File: config.mk
export PLATFORM = sky130hd
export DESIGN_NAME = pressure_sensor_conditioner
export DESIGN_NICKNAME = d
export VERILOG_FILES = /design/src/psc_pkg.sv /design/src/psc_ram.sv /design/src/psc_fifo.sv /design/src/psc_front.sv /design/src/psc_divider.sv /design/src/psc_back.sv /design/src/pressure_sensor_conditioner.sv
export VERILOG_INCLUDE_DIRS = /design/src /design/src/src
export SDC_FILE = /design/constraint.sdc
export NUM_CORES = 2
export LEC_CHECK = 0
export ABC_AREA = 1
export BUFFER_PORTS_ARGS = -buffer_cell sky130_fd_sc_hd__buf_2
export CELL_PAD_IN_SITES_DETAIL_PLACEMENT = 1
export CELL_PAD_IN_SITES_GLOBAL_PLACEMENT = 1
export CORE_AREA = 2 2 310 312
export CTS_BUF_LIST = sky130_fd_sc_hd__clkbuf_8
export DETAILED_ROUTE_END_ITERATION = 8
export DIE_AREA = 0 0 312 314
export GPL_TIMING_DRIVEN = 1
export PLACE_DENSITY = 0.82
export SLEW_MARGIN = 20
export SYNTH_ARGS = -nofsm -noshare
export SYNTH_HDL_FRONTEND = slang
export SYNTH_SLANG_ARGS = --single-unit
File: constraint.sdc
create_clock -name aclk -period 8.4 [get_ports aclk]
set_input_delay 0.84 -clock aclk [delete_from_list [all_inputs] [get_ports aclk]]
set_output_delay 0.84 -clock aclk [all_outputs]
set_load 0.01 [all_outputs]
File: src/pressure_sensor_conditioner_assert.svh
// assertion macros shared by the pressure sensor conditioner modules
`ifndef PRESSURE_SENSOR_CONDITIONER_ASSERT_SVH
`define PRESSURE_SENSOR_CONDITIONER_ASSERT_SVH

`ifndef ASSERT_OFF
// property checked at every clock edge outside reset
`define PSC_ASSERT(lbl, clk, rstn, prop, msg) \
    lbl: assert property (@(posedge clk) disable iff (!rstn) prop) else $error(msg);
// condition in one cycle implies expectation in the next
`define PSC_ASSERT_NEXT(lbl, clk, rstn, cond, expct, msg) \
    lbl: assert property (@(posedge clk) disable iff (!rstn) (cond) |=> (expct)) \
        else $error(msg);
`else
`define PSC_ASSERT(lbl, clk, rstn, prop, msg)
`define PSC_ASSERT_NEXT(lbl, clk, rstn, cond, expct, msg)
`endif

`endif

File: src/psc_pkg.sv
// shared types and constants of the pressure sensor conditioner
package psc_pkg;

    // fixed field widths
    localparam int MBAR_W     = 16;
    localparam int CFG_W      = 12;
    localparam int TIME_W     = 32;
    localparam int CMD_W      = 2;
    localparam int CFG_IDX_W  = 3;
    localparam int CFG_DATA_W = 16;
    localparam int RAW_REL_W  = 17;

    // command codes on the input channel
    localparam logic [CMD_W-1:0] CMD_SAMPLE = 2'd0;
    localparam logic [CMD_W-1:0] CMD_ZERO   = 2'd1;
    localparam logic [CMD_W-1:0] CMD_START  = 2'd2;
    localparam logic [CMD_W-1:0] CMD_STOP   = 2'd3;

    // configuration register indexes
    localparam logic [CFG_IDX_W-1:0] CFG_PLAUS_MIN = 3'd0;
    localparam logic [CFG_IDX_W-1:0] CFG_PLAUS_MAX = 3'd1;
    localparam logic [CFG_IDX_W-1:0] CFG_ZERO_CNT  = 3'd2;
    localparam logic [CFG_IDX_W-1:0] CFG_SPAN_CNT  = 3'd3;
    localparam logic [CFG_IDX_W-1:0] CFG_SPAN_MBAR = 3'd4;
    localparam logic [CFG_IDX_W-1:0] CFG_TARGET    = 3'd5;

    // configuration reset values
    localparam logic [CFG_W-1:0]  RST_PLAUS_MIN = 12'd50;
    localparam logic [CFG_W-1:0]  RST_PLAUS_MAX = 12'd4050;
    localparam logic [CFG_W-1:0]  RST_ZERO_CNT  = 12'd166;
    localparam logic [CFG_W-1:0]  RST_SPAN_CNT  = 12'd2028;
    localparam logic [MBAR_W-1:0] RST_SPAN_MBAR = 16'd500;
    localparam logic [MBAR_W-1:0] RST_TARGET    = 16'd450;

    localparam logic [MBAR_W-1:0] MBAR_MAX = 16'hFFFF;

    // item class decided by the front end
    typedef enum logic [2:0] {
        KIND_SAMPLE,
        KIND_BAD_READ,
        KIND_ZERO,
        KIND_START,
        KIND_STOP
    } kind_t;

    localparam int KIND_W = $bits(kind_t);

    // back end sequencer states
    typedef enum logic [2:0] {
        ST_IDLE,
        ST_READ,
        ST_AVG,
        ST_CHECK,
        ST_MUL,
        ST_DIV,
        ST_REL,
        ST_OUT
    } state_t;

    typedef struct packed {
        logic full;
        logic empty;
    } fifo_status_t;

    typedef struct packed {
        logic busy;
        logic done;
    } div_status_t;

endpackage

File: src/psc_ram.sv
// generic single write port ram with registered read
module psc_ram #(
    parameter int WIDTH = 12,
    parameter int DEPTH = 8
) (
    input  logic                                  aclk,
    input  logic                                  we,
    input  logic [((DEPTH > 1) ? $clog2(DEPTH) : 1)-1:0] waddr,
    input  logic [WIDTH-1:0]                      wdata,
    input  logic                                  re,
    input  logic [((DEPTH > 1) ? $clog2(DEPTH) : 1)-1:0] raddr,
    output logic [WIDTH-1:0]                      rdata
);

    logic [WIDTH-1:0] mem [DEPTH];

    // write port and registered read port
    always_ff @(posedge aclk) begin
        if (we) begin
            mem[waddr] <= wdata;
        end
        if (re) begin
            rdata <= mem[raddr];
        end
    end

endmodule

File: src/psc_fifo.sv
// short item queue between front end and back end
`include "pressure_sensor_conditioner_assert.svh"
module psc_fifo #(
    parameter int WIDTH = 47,
    parameter int DEPTH = 4
) (
    input  logic                 aclk,
    input  logic                 aresetn,
    input  logic                 push,
    input  logic [WIDTH-1:0]     push_data,
    input  logic                 pop,
    output logic [WIDTH-1:0]     pop_data,
    output psc_pkg::fifo_status_t status
);
    import psc_pkg::*;

    localparam int PTR_W = (DEPTH > 1) ? $clog2(DEPTH) : 1;
    localparam int CNT_W = $clog2(DEPTH + 1);
    localparam logic [PTR_W-1:0] LAST = PTR_W'(DEPTH - 1);

    logic [WIDTH-1:0] slot_reg [DEPTH];
    logic [PTR_W-1:0] wr_ptr_reg, wr_ptr_next;
    logic [PTR_W-1:0] rd_ptr_reg, rd_ptr_next;
    logic [CNT_W-1:0] count_reg, count_next;

    assign status.full  = (count_reg == CNT_W'(DEPTH));
    assign status.empty = (count_reg == '0);
    assign pop_data     = slot_reg[rd_ptr_reg];

    // pointer and count update
    always_comb begin
        wr_ptr_next = wr_ptr_reg;
        rd_ptr_next = rd_ptr_reg;
        count_next  = count_reg;
        if (push) begin
            wr_ptr_next = (wr_ptr_reg == LAST) ? '0 : wr_ptr_reg + 1'b1;
        end
        if (pop) begin
            rd_ptr_next = (rd_ptr_reg == LAST) ? '0 : rd_ptr_reg + 1'b1;
        end
        if (push && !pop) begin
            count_next = count_reg + 1'b1;
        end else if (pop && !push) begin
            count_next = count_reg - 1'b1;
        end
    end

    always_ff @(posedge aclk) begin
        if (!aresetn) begin
            wr_ptr_reg <= '0;
            rd_ptr_reg <= '0;
            count_reg  <= '0;
        end else begin
            wr_ptr_reg <= wr_ptr_next;
            rd_ptr_reg <= rd_ptr_next;
            count_reg  <= count_next;
        end
    end

    // item storage
    always_ff @(posedge aclk) begin
        if (push) begin
            slot_reg[wr_ptr_reg] <= push_data;
        end
    end

    `PSC_ASSERT(a_no_push_full, aclk, aresetn, push |-> !status.full, "push into full queue")
    `PSC_ASSERT(a_no_pop_empty, aclk, aresetn, pop |-> !status.empty, "pop from empty queue")
    `PSC_ASSERT_NEXT(a_count_up, aclk, aresetn, push && !pop, count_reg == CNT_W'($past(count_reg) + 1'b1), "count did not grow")

endmodule

File: src/psc_front.sv
// front end: takes input items, classifies them and queues them
module psc_front #(
    parameter int ADC_BITS = 12,
    parameter int TDATA_W  = 48,
    parameter int ITEM_W   = 47
) (
    input  logic                  s_tvalid,
    output logic                  s_tready,
    input  logic [TDATA_W-1:0]    s_tdata,
    input  logic [2:0]            s_tuser,
    input  psc_pkg::fifo_status_t fifo_st,
    output logic                  push,
    output logic [ITEM_W-1:0]     push_data
);
    import psc_pkg::*;

    logic [CMD_W-1:0]    cmd;
    logic                read_ok;
    logic [ADC_BITS-1:0] sample;
    logic [TIME_W-1:0]   now_ms;
    kind_t               kind;

    // field extraction
    assign cmd     = s_tuser[CMD_W-1:0];
    assign read_ok = s_tuser[CMD_W];
    assign sample  = s_tdata[ADC_BITS-1:0];
    assign now_ms  = s_tdata[ADC_BITS +: TIME_W];

    // command decode
    always_comb begin
        unique case (cmd)
            CMD_SAMPLE: kind = read_ok ? KIND_SAMPLE : KIND_BAD_READ;
            CMD_ZERO:   kind = KIND_ZERO;
            CMD_START:  kind = KIND_START;
            CMD_STOP:   kind = KIND_STOP;
            default:    kind = KIND_STOP;
        endcase
    end

    // queue handshake
    assign s_tready  = !fifo_st.full;
    assign push      = s_tvalid && s_tready;
    assign push_data = {kind, sample, now_ms};

endmodule

File: src/psc_divider.sv
// shared restoring divider, one quotient bit per cycle
module psc_divider #(
    parameter int DW = 12
) (
    input  logic                          aclk,
    input  logic                          aresetn,
    input  logic                          start,
    input  logic [DW+psc_pkg::MBAR_W-1:0] num,
    input  logic [DW-1:0]                 den,
    output logic [psc_pkg::MBAR_W-1:0]    quot,
    output psc_pkg::div_status_t          status
);
    import psc_pkg::*;

    // quotient must fit MBAR_W bits: num below den shifted by MBAR_W
    localparam int QW    = MBAR_W;
    localparam int CNT_W = $clog2(QW + 1);

    logic [DW-1:0]    rem_reg, rem_next;
    logic [QW-1:0]    quo_reg, quo_next;
    logic [DW-1:0]    den_reg, den_next;
    logic [CNT_W-1:0] cnt_reg, cnt_next;
    logic             busy_reg, busy_next;
    logic             done_reg, done_next;
    logic [DW:0]      shifted;
    logic [DW:0]      diff;
    logic             ge;

    assign shifted = {rem_reg, quo_reg[QW-1]};
    assign diff    = shifted - {1'b0, den_reg};
    assign ge      = (shifted >= {1'b0, den_reg});

    // one trial subtraction per cycle
    always_comb begin
        rem_next  = rem_reg;
        quo_next  = quo_reg;
        den_next  = den_reg;
        cnt_next  = cnt_reg;
        busy_next = busy_reg;
        done_next = 1'b0;
        if (start) begin
            rem_next  = num[DW+QW-1:QW];
            quo_next  = num[QW-1:0];
            den_next  = den;
            cnt_next  = CNT_W'(QW);
            busy_next = 1'b1;
        end else if (busy_reg) begin
            rem_next = ge ? diff[DW-1:0] : shifted[DW-1:0];
            quo_next = {quo_reg[QW-2:0], ge};
            cnt_next = cnt_reg - 1'b1;
            if (cnt_reg == CNT_W'(1)) begin
                busy_next = 1'b0;
                done_next = 1'b1;
            end
        end
    end

    always_ff @(posedge aclk) begin
        if (!aresetn) begin
            busy_reg <= 1'b0;
            done_reg <= 1'b0;
            cnt_reg  <= '0;
        end else begin
            busy_reg <= busy_next;
            done_reg <= done_next;
            cnt_reg  <= cnt_next;
        end
    end

    always_ff @(posedge aclk) begin
        rem_reg <= rem_next;
        quo_reg <= quo_next;
        den_reg <= den_next;
    end

    assign quot        = quo_reg;
    assign status.busy = busy_reg;
    assign status.done = done_reg;

endmodule

File: src/psc_back.sv
// back end: filter, calibration, offset and test timer sequencer
`include "pressure_sensor_conditioner_assert.svh"
module psc_back #(
    parameter int FILTER_DEPTH = 8,
    parameter int ADC_BITS     = 12,
    parameter int ITEM_W       = 47,
    parameter int OUT_W        = 128
) (
    input  logic                               aclk,
    input  logic                               aresetn,
    input  logic                               cfg_we,
    input  logic [psc_pkg::CFG_IDX_W-1:0]      cfg_addr,
    input  logic [psc_pkg::CFG_DATA_W-1:0]     cfg_wdata,
    input  psc_pkg::fifo_status_t              fifo_st,
    input  logic [ITEM_W-1:0]                  pop_data,
    output logic                               pop,
    output logic                               m_tvalid,
    input  logic                               m_tready,
    output logic [OUT_W-1:0]                   m_tdata
);
    import psc_pkg::*;

    localparam int IDX_W  = (FILTER_DEPTH > 1) ? $clog2(FILTER_DEPTH) : 1;
    localparam int FILL_W = $clog2(FILTER_DEPTH + 1);
    localparam int SUM_W  = ADC_BITS + $clog2(FILTER_DEPTH);
    localparam int CALC_W = (ADC_BITS > CFG_W) ? ADC_BITS : CFG_W;
    localparam int NW     = CALC_W + MBAR_W;
    localparam logic [IDX_W-1:0]  IDX_LAST = IDX_W'(FILTER_DEPTH - 1);
    localparam logic [FILL_W-1:0] FILL_MAX = FILL_W'(FILTER_DEPTH);

    // configuration registers
    logic [CFG_W-1:0]  min_reg, max_reg, zero_reg, span_pt_reg;
    logic [MBAR_W-1:0] span_mbar_reg, target_reg;

    always_ff @(posedge aclk) begin
        if (!aresetn) begin
            min_reg       <= RST_PLAUS_MIN;
            max_reg       <= RST_PLAUS_MAX;
            zero_reg      <= RST_ZERO_CNT;
            span_pt_reg   <= RST_SPAN_CNT;
            span_mbar_reg <= RST_SPAN_MBAR;
            target_reg    <= RST_TARGET;
        end else if (cfg_we) begin
            case (cfg_addr)
                CFG_PLAUS_MIN: min_reg       <= cfg_wdata[CFG_W-1:0];
                CFG_PLAUS_MAX: max_reg       <= cfg_wdata[CFG_W-1:0];
                CFG_ZERO_CNT:  zero_reg      <= cfg_wdata[CFG_W-1:0];
                CFG_SPAN_CNT:  span_pt_reg   <= cfg_wdata[CFG_W-1:0];
                CFG_SPAN_MBAR: span_mbar_reg <= cfg_wdata[MBAR_W-1:0];
                CFG_TARGET:    target_reg    <= cfg_wdata[MBAR_W-1:0];
                default: ;
            endcase
        end
    end

    state_t              state_reg, state_next;
    logic [ADC_BITS-1:0] smp_reg, smp_next;
    logic [TIME_W-1:0]   now_reg, now_next;
    logic [SUM_W-1:0]    sum_reg, sum_next;
    logic [IDX_W-1:0]    idx_reg, idx_next;
    logic [FILL_W-1:0]   fill_reg, fill_next;
    logic [ADC_BITS-1:0] raw_reg, raw_next;
    logic [ADC_BITS-1:0] filt_reg, filt_next;
    logic [MBAR_W-1:0]   fact_reg, fact_next;
    logic [MBAR_W-1:0]   rel_reg, rel_next;
    logic [MBAR_W-1:0]   off_reg, off_next;
    logic [TIME_W-1:0]   start_reg, start_next;
    logic [TIME_W-1:0]   elapsed_reg, elapsed_next;
    logic                valid_reg, valid_next;
    logic                active_reg, active_next;
    logic                reached_reg, reached_next;
    logic [NW-1:0]       prod_reg, prod_next;
    logic                zcase_reg, zcase_next;
    logic                out_valid_reg, out_valid_next;
    logic [OUT_W-1:0]    out_data_reg, out_data_next;

    // ring storage for the moving average
    logic                ram_we, ram_re;
    logic [ADC_BITS-1:0] ram_rdata;

    psc_ram #(
        .WIDTH (ADC_BITS),
        .DEPTH (FILTER_DEPTH)
    ) u_ring (
        .aclk  (aclk),
        .we    (ram_we),
        .waddr (idx_reg),
        .wdata (smp_reg),
        .re    (ram_re),
        .raddr (idx_reg),
        .rdata (ram_rdata)
    );

    // shared divider for the average and the calibration
    logic              div_start;
    logic [NW-1:0]     div_num;
    logic [CALC_W-1:0] div_den;
    logic [MBAR_W-1:0] div_quot;
    div_status_t       div_st;

    psc_divider #(
        .DW (CALC_W)
    ) u_div (
        .aclk    (aclk),
        .aresetn (aresetn),
        .start   (div_start),
        .num     (div_num),
        .den     (div_den),
        .quot    (div_quot),
        .status  (div_st)
    );

    // item fields out of the queue
    kind_t               q_kind;
    logic [ADC_BITS-1:0] q_smp;
    logic [TIME_W-1:0]   q_now;

    assign q_kind = kind_t'(pop_data[ITEM_W-1 -: KIND_W]);
    assign q_smp  = pop_data[TIME_W +: ADC_BITS];
    assign q_now  = pop_data[TIME_W-1:0];

    // ring update: a slot not yet filled reads as zero
    logic [ADC_BITS-1:0] old_smp;
    logic [SUM_W-1:0]    sum_upd;
    logic [FILL_W-1:0]   fill_upd;
    logic [IDX_W-1:0]    idx_upd;

    assign old_smp  = (fill_reg == FILL_MAX) ? ram_rdata : '0;
    assign sum_upd  = sum_reg - SUM_W'(old_smp) + SUM_W'(smp_reg);
    assign fill_upd = (fill_reg == FILL_MAX) ? fill_reg : fill_reg + 1'b1;
    assign idx_upd  = (idx_reg == IDX_LAST) ? '0 : idx_reg + 1'b1;

    // plausibility and calibration terms
    logic [CALC_W-1:0] filt_ext, zero_ext, span_pt_ext, span;
    logic [CALC_W-1:0] delta;
    logic              in_lim, zcase;
    logic [NW-1:0]     prod_w;
    logic [NW:0]       num_w;
    logic              sat;

    assign filt_ext    = CALC_W'(filt_reg);
    assign zero_ext    = CALC_W'(zero_reg);
    assign span_pt_ext = CALC_W'(span_pt_reg);
    assign span        = span_pt_ext - zero_ext;
    assign delta       = filt_ext - zero_ext;
    assign in_lim      = (filt_ext >= CALC_W'(min_reg)) && (filt_ext <= CALC_W'(max_reg));
    assign zcase       = (filt_ext <= zero_ext) || (span_pt_ext <= zero_ext);
    assign prod_w      = NW'(delta) * NW'(span_mbar_reg);
    assign num_w       = (NW+1)'(prod_reg) + (NW+1)'(span >> 1);
    assign sat         = (num_w >= (NW+1)'({span, {MBAR_W{1'b0}}}));

    // relative pressure and result word
    logic [MBAR_W-1:0]    rel_w;
    logic [RAW_REL_W-1:0] raw_rel;

    assign rel_w   = (fact_reg > off_reg) ? fact_reg - off_reg : '0;
    assign raw_rel = {1'b0, fact_reg} - {1'b0, off_reg};

    // sequencer
    always_comb begin
        state_next     = state_reg;
        smp_next       = smp_reg;
        now_next       = now_reg;
        sum_next       = sum_reg;
        idx_next       = idx_reg;
        fill_next      = fill_reg;
        raw_next       = raw_reg;
        filt_next      = filt_reg;
        fact_next      = fact_reg;
        rel_next       = rel_reg;
        off_next       = off_reg;
        start_next     = start_reg;
        elapsed_next   = elapsed_reg;
        valid_next     = valid_reg;
        active_next    = active_reg;
        reached_next   = reached_reg;
        prod_next      = prod_reg;
        zcase_next     = zcase_reg;
        out_valid_next = out_valid_reg;
        out_data_next  = out_data_reg;
        pop            = 1'b0;
        ram_we         = 1'b0;
        ram_re         = 1'b0;
        div_start      = 1'b0;
        div_num        = num_w[NW-1:0];
        div_den        = span;

        if (out_valid_reg && m_tready) begin
            out_valid_next = 1'b0;
        end

        unique case (state_reg)
            ST_IDLE: begin
                if (!fifo_st.empty && !out_valid_reg) begin
                    pop        = 1'b1;
                    state_next = ST_OUT;
                    unique case (q_kind)
                        KIND_SAMPLE: begin
                            ram_re     = 1'b1;
                            smp_next   = q_smp;
                            now_next   = q_now;
                            state_next = ST_READ;
                        end
                        KIND_BAD_READ: begin
                            valid_next = 1'b0;
                        end
                        KIND_ZERO: begin
                            off_next = valid_reg ? fact_reg : '0;
                            rel_next = '0;
                        end
                        KIND_START: begin
                            off_next     = valid_reg ? fact_reg : '0;
                            rel_next     = '0;
                            active_next  = 1'b1;
                            reached_next = 1'b0;
                            elapsed_next = '0;
                            start_next   = q_now;
                        end
                        KIND_STOP: begin
                            active_next = 1'b0;
                        end
                        default: begin
                            active_next = 1'b0;
                        end
                    endcase
                end
            end
            ST_READ: begin
                ram_we     = 1'b1;
                sum_next   = sum_upd;
                fill_next  = fill_upd;
                idx_next   = idx_upd;
                raw_next   = smp_reg;
                div_start  = 1'b1;
                div_num    = NW'(sum_upd);
                div_den    = CALC_W'(fill_upd);
                state_next = ST_AVG;
            end
            ST_AVG: begin
                if (div_st.done) begin
                    filt_next  = div_quot[ADC_BITS-1:0];
                    state_next = ST_CHECK;
                end
            end
            ST_CHECK: begin
                valid_next = in_lim;
                prod_next  = prod_w;
                zcase_next = zcase;
                state_next = in_lim ? ST_MUL : ST_OUT;
            end
            ST_MUL: begin
                if (zcase_reg) begin
                    fact_next  = '0;
                    state_next = ST_REL;
                end else if (sat) begin
                    fact_next  = MBAR_MAX;
                    state_next = ST_REL;
                end else begin
                    div_start  = 1'b1;
                    state_next = ST_DIV;
                end
            end
            ST_DIV: begin
                if (div_st.done) begin
                    fact_next  = div_quot;
                    state_next = ST_REL;
                end
            end
            ST_REL: begin
                rel_next = rel_w;
                if (active_reg && !reached_reg && (rel_w >= target_reg)) begin
                    reached_next = 1'b1;
                    elapsed_next = now_reg - start_reg;
                end
                state_next = ST_OUT;
            end
            ST_OUT: begin
                out_valid_next = 1'b1;
                out_data_next  = OUT_W'({elapsed_reg, reached_reg, active_reg, raw_rel,
                                         rel_reg, off_reg, fact_reg, valid_reg,
                                         filt_reg, raw_reg});
                state_next     = ST_IDLE;
            end
            default: begin
                state_next = ST_IDLE;
            end
        endcase
    end

    // control and visible state
    always_ff @(posedge aclk) begin
        if (!aresetn) begin
            state_reg     <= ST_IDLE;
            sum_reg       <= '0;
            idx_reg       <= '0;
            fill_reg      <= '0;
            raw_reg       <= '0;
            filt_reg      <= '0;
            fact_reg      <= '0;
            rel_reg       <= '0;
            off_reg       <= '0;
            start_reg     <= '0;
            elapsed_reg   <= '0;
            valid_reg     <= 1'b0;
            active_reg    <= 1'b0;
            reached_reg   <= 1'b0;
            out_valid_reg <= 1'b0;
        end else begin
            state_reg     <= state_next;
            sum_reg       <= sum_next;
            idx_reg       <= idx_next;
            fill_reg      <= fill_next;
            raw_reg       <= raw_next;
            filt_reg      <= filt_next;
            fact_reg      <= fact_next;
            rel_reg       <= rel_next;
            off_reg       <= off_next;
            start_reg     <= start_next;
            elapsed_reg   <= elapsed_next;
            valid_reg     <= valid_next;
            active_reg    <= active_next;
            reached_reg   <= reached_next;
            out_valid_reg <= out_valid_next;
        end
    end

    // working payload
    always_ff @(posedge aclk) begin
        smp_reg      <= smp_next;
        now_reg      <= now_next;
        prod_reg     <= prod_next;
        zcase_reg    <= zcase_next;
        out_data_reg <= out_data_next;
    end

    assign m_tvalid = out_valid_reg;
    assign m_tdata  = out_data_reg;

    `PSC_ASSERT(a_fill_bound, aclk, aresetn, fill_reg <= FILL_MAX, "fill count beyond filter depth")
    `PSC_ASSERT(a_div_free, aclk, aresetn, div_start |-> !div_st.busy, "divider started while busy")
    `PSC_ASSERT_NEXT(a_out_load, aclk, aresetn, state_reg == ST_OUT, out_valid_reg && (state_reg == ST_IDLE), "result not loaded")

endmodule

File: src/pressure_sensor_conditioner.sv
// top level of the pressure sensor conditioner
// Each input item is a sample or a command (capture zero, start test, stop
// test); every item yields exactly one result item showing the state after
// it. The front end queues up to QUEUE_DEPTH items while the back end works.
// A good, plausible sample passes the back end as a ring read, two 16-step
// divisions on the one shared serial divider (average, then calibration) and
// the check, scaling and output states; a saturated or zero calibration
// skips the second division. Failed reads and commands go from idle straight
// to the output state. The result register must be empty before the back end
// takes the next item, so a stalled result channel holds the back end while
// the queue keeps filling. No clearing pass is needed after reset: the fill
// count masks ring slots not yet written.
module pressure_sensor_conditioner #(
    parameter int FILTER_DEPTH = 8,
    parameter int ADC_BITS     = 12,
    parameter int QUEUE_DEPTH  = 4
) (
    input  logic                               aclk,
    input  logic                               aresetn,
    // configuration write port
    input  logic                               cfg_we,
    input  logic [psc_pkg::CFG_IDX_W-1:0]      cfg_addr,
    input  logic [psc_pkg::CFG_DATA_W-1:0]     cfg_wdata,
    // input items
    input  logic                               s_tvalid,
    output logic                               s_tready,
    // adc_sample, now_ms, zero fill
    input  logic [((ADC_BITS+psc_pkg::TIME_W+7)/8)*8-1:0] s_tdata,
    // cmd, read_ok
    input  logic [2:0]                         s_tuser,
    // result items
    output logic                               m_tvalid,
    input  logic                               m_tready,
    // raw_counts, filtered_counts, valid_res, factory_mbar, zero_offset,
    // relative_mbar, raw_relative, test_active, target_reached,
    // time_to_target, zero fill
    output logic [((2*ADC_BITS+100+7)/8)*8-1:0] m_tdata
);
    import psc_pkg::*;

    localparam int TDATA_W = ((ADC_BITS + TIME_W + 7) / 8) * 8;
    localparam int OUT_W   = ((2 * ADC_BITS + 100 + 7) / 8) * 8;
    localparam int ITEM_W  = KIND_W + ADC_BITS + TIME_W;

    logic              push, pop;
    logic [ITEM_W-1:0] push_data, pop_data;
    fifo_status_t      fifo_st;

    psc_front #(
        .ADC_BITS (ADC_BITS),
        .TDATA_W  (TDATA_W),
        .ITEM_W   (ITEM_W)
    ) u_front (
        .s_tvalid  (s_tvalid),
        .s_tready  (s_tready),
        .s_tdata   (s_tdata),
        .s_tuser   (s_tuser),
        .fifo_st   (fifo_st),
        .push      (push),
        .push_data (push_data)
    );

    psc_fifo #(
        .WIDTH (ITEM_W),
        .DEPTH (QUEUE_DEPTH)
    ) u_queue (
        .aclk      (aclk),
        .aresetn   (aresetn),
        .push      (push),
        .push_data (push_data),
        .pop       (pop),
        .pop_data  (pop_data),
        .status    (fifo_st)
    );

    psc_back #(
        .FILTER_DEPTH (FILTER_DEPTH),
        .ADC_BITS     (ADC_BITS),
        .ITEM_W       (ITEM_W),
        .OUT_W        (OUT_W)
    ) u_back (
        .aclk      (aclk),
        .aresetn   (aresetn),
        .cfg_we    (cfg_we),
        .cfg_addr  (cfg_addr),
        .cfg_wdata (cfg_wdata),
        .fifo_st   (fifo_st),
        .pop_data  (pop_data),
        .pop       (pop),
        .m_tvalid  (m_tvalid),
        .m_tready  (m_tready),
        .m_tdata   (m_tdata)
    );

endmodule
* Yosys cells after proc, flatten, opt, wreduce, memory -nomap -nowiden
Memories as Yosys holds them, arrays and structs flattened. A register that Yosys moved wholly into a read port is not among the register bits.
Cells that the tools add are included.
** Word-level totals
- Memories kept :: 2
- Output and inout bits :: 130
- Memory bits (read-only) :: 0
- Memory bits (writable) :: 284
- Logic and storage cells :: 213
- Latch bits :: 0
- Bits in registers :: 496
** Operators by class
- Multipliers :: 1
- Shift operators :: 0
- $add $sub $neg :: 16
- Divide/modulo/power cells :: 0
- Bitwise logic cells :: 3
- Muxes and demuxes :: 68
- Reductions and logical operators :: 46
- Equality and inequality tests :: 32
- $lt $le $gt $ge :: 8
** Memory list
- u_queue.slot_reg :: words 4, bits a word 47, rd ports 1, clocked after memory_dff 1, write ports 1, line psc_fifo.sv:21 : logic [WIDTH-1:0] slot_reg [DEPTH];
- u_back.u_ring.mem :: words 8, bits a word 12, rd ports 1, clocked after memory_dff 1, write ports 1, line psc_ram.sv:15 : logic [WIDTH-1:0] mem [DEPTH];
** Operator list (number)
- $mux W16 :: 9
- $mux W32 :: 3
- $pmux W16 S2 :: 2
- $pmux W32 S2 :: 1
- $mux W12 :: 4
- $le A12 B12 Y1 :: 3
- $sub A12 B12 Y12 :: 3
- $sub A32 B32 Y32 :: 1
- $add A28 B11 Y29 :: 1
- $ge A29 B28 Y1 :: 1
- $mul A12 B16 Y28 :: 1
- $mux W28 :: 1
- $eq A3 B3 Y1 const B :: 8
- $mux W1 :: 24
- $mux W3 :: 8
- $pmux W3 S8 :: 1
- $reduce_and A3 Y1 :: 8
- $eq A3 B2 Y1 const B :: 6
- $sub A16 B16 Y17 :: 1
- $ge A16 B16 Y1 :: 1
- $gt A16 B16 Y1 :: 1
- $sub A16 B16 Y16 :: 1
- $add A15 B12 Y15 :: 1
- $sub A15 B12 Y15 :: 1
- 31 further kinds :: 83

* Longest topological paths before layout
- Depth in word-level cells :: 8
- Depth in mapped cells :: 41

* By module
From an unflattened synthesis, not the netlist that was laid out.
** Unflattened totals
- Cells, all modules :: 4755
- Area, all modules :: 44241.2 µm²
** By module, submodules not included
- psc_back :: sequential area each 10820.4 µm², cells each 3378, area each 28411.0 µm², instances 1
- psc_fifo :: sequential area each 5825.6 µm², cells each 514, area each 7836.3 µm², instances 1
- psc_ram :: sequential area each 3243.1 µm², cells each 445, area each 4599.4 µm², instances 1
- psc_divider :: sequential area each 1341.3 µm², cells each 361, area each 2989.1 µm², instances 1
- psc_front :: sequential area each 0.0 µm², cells each 57, area each 405.4 µm², instances 1

* Worst setup path after synthesis
OpenSTA, ideal clock, no wires.
- Kind :: reg2reg
- From :: register u_back.filt_reg[0], in the netlist u_back.filt_ext[0]
- To :: register u_back.prod_reg[24] (data pin)
- Library setup time :: 0.259 ns
- Path slack :: 1.999 ns
- Stages on the path, launching flop included :: 30
- Data arrival time :: 6.142 ns
- Path through :: dfxtp_1 inv_1 ha_1 inv_1 fa_1 nand3_1 nand2_1 a21oi_1 o21ai_0 or2_2 nand2_1 inv_1 nand2_1 fa_1 fa_1 inv_1 fa_1 fa_1 inv_1 fa_1 inv_1 ha_1 a21oi_1 o21a_1 o221ai_1 a21oi_1 o21bai_1 nand3_1 nand2_1 xor2_1
** On the way
- Cells in the longest elaborated chain, start to end :: 2
** RTL lines
- from (decl) :: line psc_back.sv:63 : logic [ADC_BITS-1:0] filt_reg, filt_next;
- from (signal assigned) :: line psc_back.sv:314 : filt_reg <= filt_next;
- $sub A12 B12 Y12 :: line psc_back.sv:145 : assign delta = filt_ext - zero_ext;
- $mul A12 B16 Y28 :: line psc_back.sv:148 : assign prod_w = NW'(delta) * NW'(span_mbar_reg);
- via u_back.prod_w[24] :: line psc_back.sv:137 : logic [NW-1:0] prod_w;
- to (signal assigned) :: line psc_back.sv:331 : prod_reg <= prod_next;
- to (decl) :: line psc_back.sv:72 : logic [NW-1:0] prod_reg, prod_next;
The timed path passes the listed nets, and every way through them passes these cells.
A chain may end at the register's enable or synchronous reset.

* Final worst setup path
- From :: register u_back.filt_reg[0], in the netlist u_back.filt_ext[0]
- To :: register u_back.prod_reg[27] (data pin)
The elaborated chain is that of the path after synthesis.

==> results.py <==
metrics = {
    "detailed_routing": {
        "drcViolationCount": 0,
        "drt_first_iter_violations": 2398,
        "avgViaCountPerCell": 5.454,
        "highest_layer": "met5",
        "vias": 32690,
        "ant_nets": 0,
        "met3WireLength_mm": 8.287,
        "wl_met2_mm": 59.74,
        "finalWirelength_mm": 126.8,
        "post_drt_wl_per_cell_um": 21.15,
        "first_pass_iters": 5,
        "met1Wirelength_mm": 53.82,
    },
    "power": {
        "p_leak_uw": 0.02011,
        "ir_worst_vdd_mv": 0.2785,
        "power_density_nw_per_um2": 342.3,
    },
    "logic_synthesis": {
        "synth-edff-count": 533,
        "ys.flop_type": "edfxtp_1",
        "yosys_warnings": 0,
        "yosys-top-cells-area": "edfxtp_1 (38%), dfxtp_1 (12%), fa_1 (7.5%)",
        "async_flop_share": 0,
        "syn_inst": 4382,
        "yosys.area.top_type": "edfxtp_1",
        "yosysUniqueCellTypes": 61,
        "avgSynthCellArea_um2": 9.628,
        "synth_top_area_frac": 0.3793,
        "ys_ff_latch": 794,
        "synth_area_um2": 42190,
        "yosys-top-cells-count": "nand2_1 (754), inv_1 (665), edfxtp_1 (533)",
        "synth.most_common_cell": "nand2_1",
        "ys_seq_area_frac": 0.5032,
    },
    "clock_tree": {
        "clk_path_buf_depth": 3,
        "cts_tree": "done",
        "cts_setup_buffers": 0,
        "cts_hold_buf": 0,
        "clock_sinks": 794,
        "cts_max_level": 4,
        "clock_latency_ps": 830,
        "root_buffer": "clkbuf_8",
        "numCtsBuffers": 136,
        "clk_pin_slew_ps": 60,
        "cts_resized": 0,
    },
    "worst_setup_path": {
        "cp-end-kind": "flop",
        "cp-start-kind": "flop",
        "regToRegStartpoint": "u_back.filt_ext[0]",
        "crit_buf_inv": 7,
        "worstPathRequired_ps": 8950,
        "cpMostUsedCell": "inv_1",
        "crit_path_max_fanout": 9,
        "cp_slowest_cell": "fa_1",
        "slowest_delay_ps": 540,
        "critPathKind": "flop to flop",
        "worstPathArrival_ps": 8020,
        "crit_start": "u_back.filt_ext[0]",
        "worst_path_dominant_cell_family": "adder cells",
        "regToRegSetupSlack_ps": 940,
    },
    "timing": {
        "finalCriticalPeriod_ps": 7464,
        "grt_setup_unrepaired": "false",
        "setup_viol": 0,
        "worstMarginPinSlew_ps": 1034,
        "setup-tns-final_ps": 0,
        "hold_viol": 0,
        "slew_headroom": 0.3104,
        "fin_ws_ps": 936.0,
        "fmax_mhz": 134.0,
        "clock_skew_ps": 37.33,
        "fin_crit_sh": 0.8886,
        "drv_slew": 0,
    },
    "floorplan": {
        "die_area_um2": 97970,
        "num_rows": 113,
        "initial_utilization": 0.4467,
        "coreArea_um2": 94450,
        "chipHeight_um": 314,
        "ios": 205,
        "fp.dieW_um": 312,
    },
    "hold_path": {
        "hold_start": "s_tdata[43]",
        "hp-class": "input port to flop",
    },
    "place": {
        "placed_cell_area_um2": 44550,
        "place_inst": 5736,
        "hpwl_mm": 91.51,
        "dp_slack_ps": 1025,
        "io_buffers": 196,
        "globalplace.congestion": 0.8825,
    },
    "finish": {
        "stdcell_area_um2": 47320,
        "synthToLayoutAreaGrowth_pct": 12.16,
        "fillCellCount": 10840,
        "final_cells": 5994,
        "drive_above_1_share": 0.1051,
        "largest_register_ffs": 188,
        "nets": 5085,
        "postLayoutCoreUtil": 0.5011,
    },
    "flow_run": {
        "maxCapViolations": 0,
    },
    "global_routing": {
        "gr-usage-all-layers": 0.2584,
        "grt_max_degree": 96,
        "grt_pass1_wl_mm": 195.3,
        "antenna_found_initial": 17,
        "overflow": 0,
        "grt_pass1_vias": 34360,
    },
    "status": {
        "outcome": "completed",
    },
}
-- cells in the final DEF (no fill, tap or decap), types with 10 or more instances in the layout --
master and instances:
nand2_1 754, dfxtp_1 260, fa_1 159, nand4_1 33, buf_4 39, xor2_1 79, inv_2 11, a221oi_1 14
o211ai_1 32, a22oi_1 12, xnor2_1 26, or2_2 13, o21ai_1 16, edfxtp_1 533, clkbuf_8 151, nor3_1 37
inv_1 715, buf_2 195, ha_1 242, a22o_1 10, a21oi_1 341, a21o_1 15, a211oi_1 51, o22ai_1 45
clkinv_1 13, o21ai_0 276, clkinv_2 16, nand3_1 110, nor2_1 389
-- report_power, final --
part	switching [uW]	internal [uW]	leakage, uW
clock	1720	1810	0.00158
sequential	334	5050	0.00701
combinational	4940	2340	0.0115
total	6990	9210	0.0201
-- kinds of logic after synthesis --
family,Yosys count,synth area share
other,1,0.00008888
DFF,794,0.5032
AOI/OAI and AO/OA,865,0.1175
buffers and inverters,827,0.07574
and+or+nand+nor,1389,0.1345
adders and majority gates,401,0.1472
xor gates and xnor gates,105,0.02180
-- worst reg2reg max path: cells and delay by family, from the launching register on --
kind	cells	cell delay (ps)
flops	1	320
buf+inv	7	860
compound gates	4	850
simple gates	10	1600
xor+xnor	1	140
fa+ha+maj	8	3470
-- layout make-up --
cell class	instances	area [um2]	area share
Sequential cell	794	21230	0.4487
Multi-Input combinational cell	2764	17930	0.3789
Inverter	679	2552	0.05394
Clock buffer	151	2078	0.04392
Tap cell	1265	1583	0.03345
Timing Repair Buffer	234	1269	0.02681
Clock inverter	98	655.6	0.01385
Antenna cell	9	22.52	0.0004759
-- final timing paths --
check / end / cells after the start
setup / recovery: u_back.prod_reg[27] / 30
hold / removal: u_queue.slot_reg[2][31] / 1
setup reg to reg: u_back.prod_reg[27] / 30
hold reg to reg: u_back.m_tdata[105] / 0
-- stage by stage --
step	power (uW)	hold WS (ps)
after floorplan	10320	403.0
after detailed placement	12580	413.3
final	16200	229.5
after global placement	12210	410.6
after CTS	16200	156.7
after global routing	17330	192.6
-- metal layers --
layer / vias up / global-route usage
li1: 15100 / -
met1: 16290 / 0.3379
met2: 1013 / 0.4235
met3: 277 / 0.04710
met4: 12 / 0.1089
met5: - / 0
Note: power is estimated with default switching activity, not from simulation.
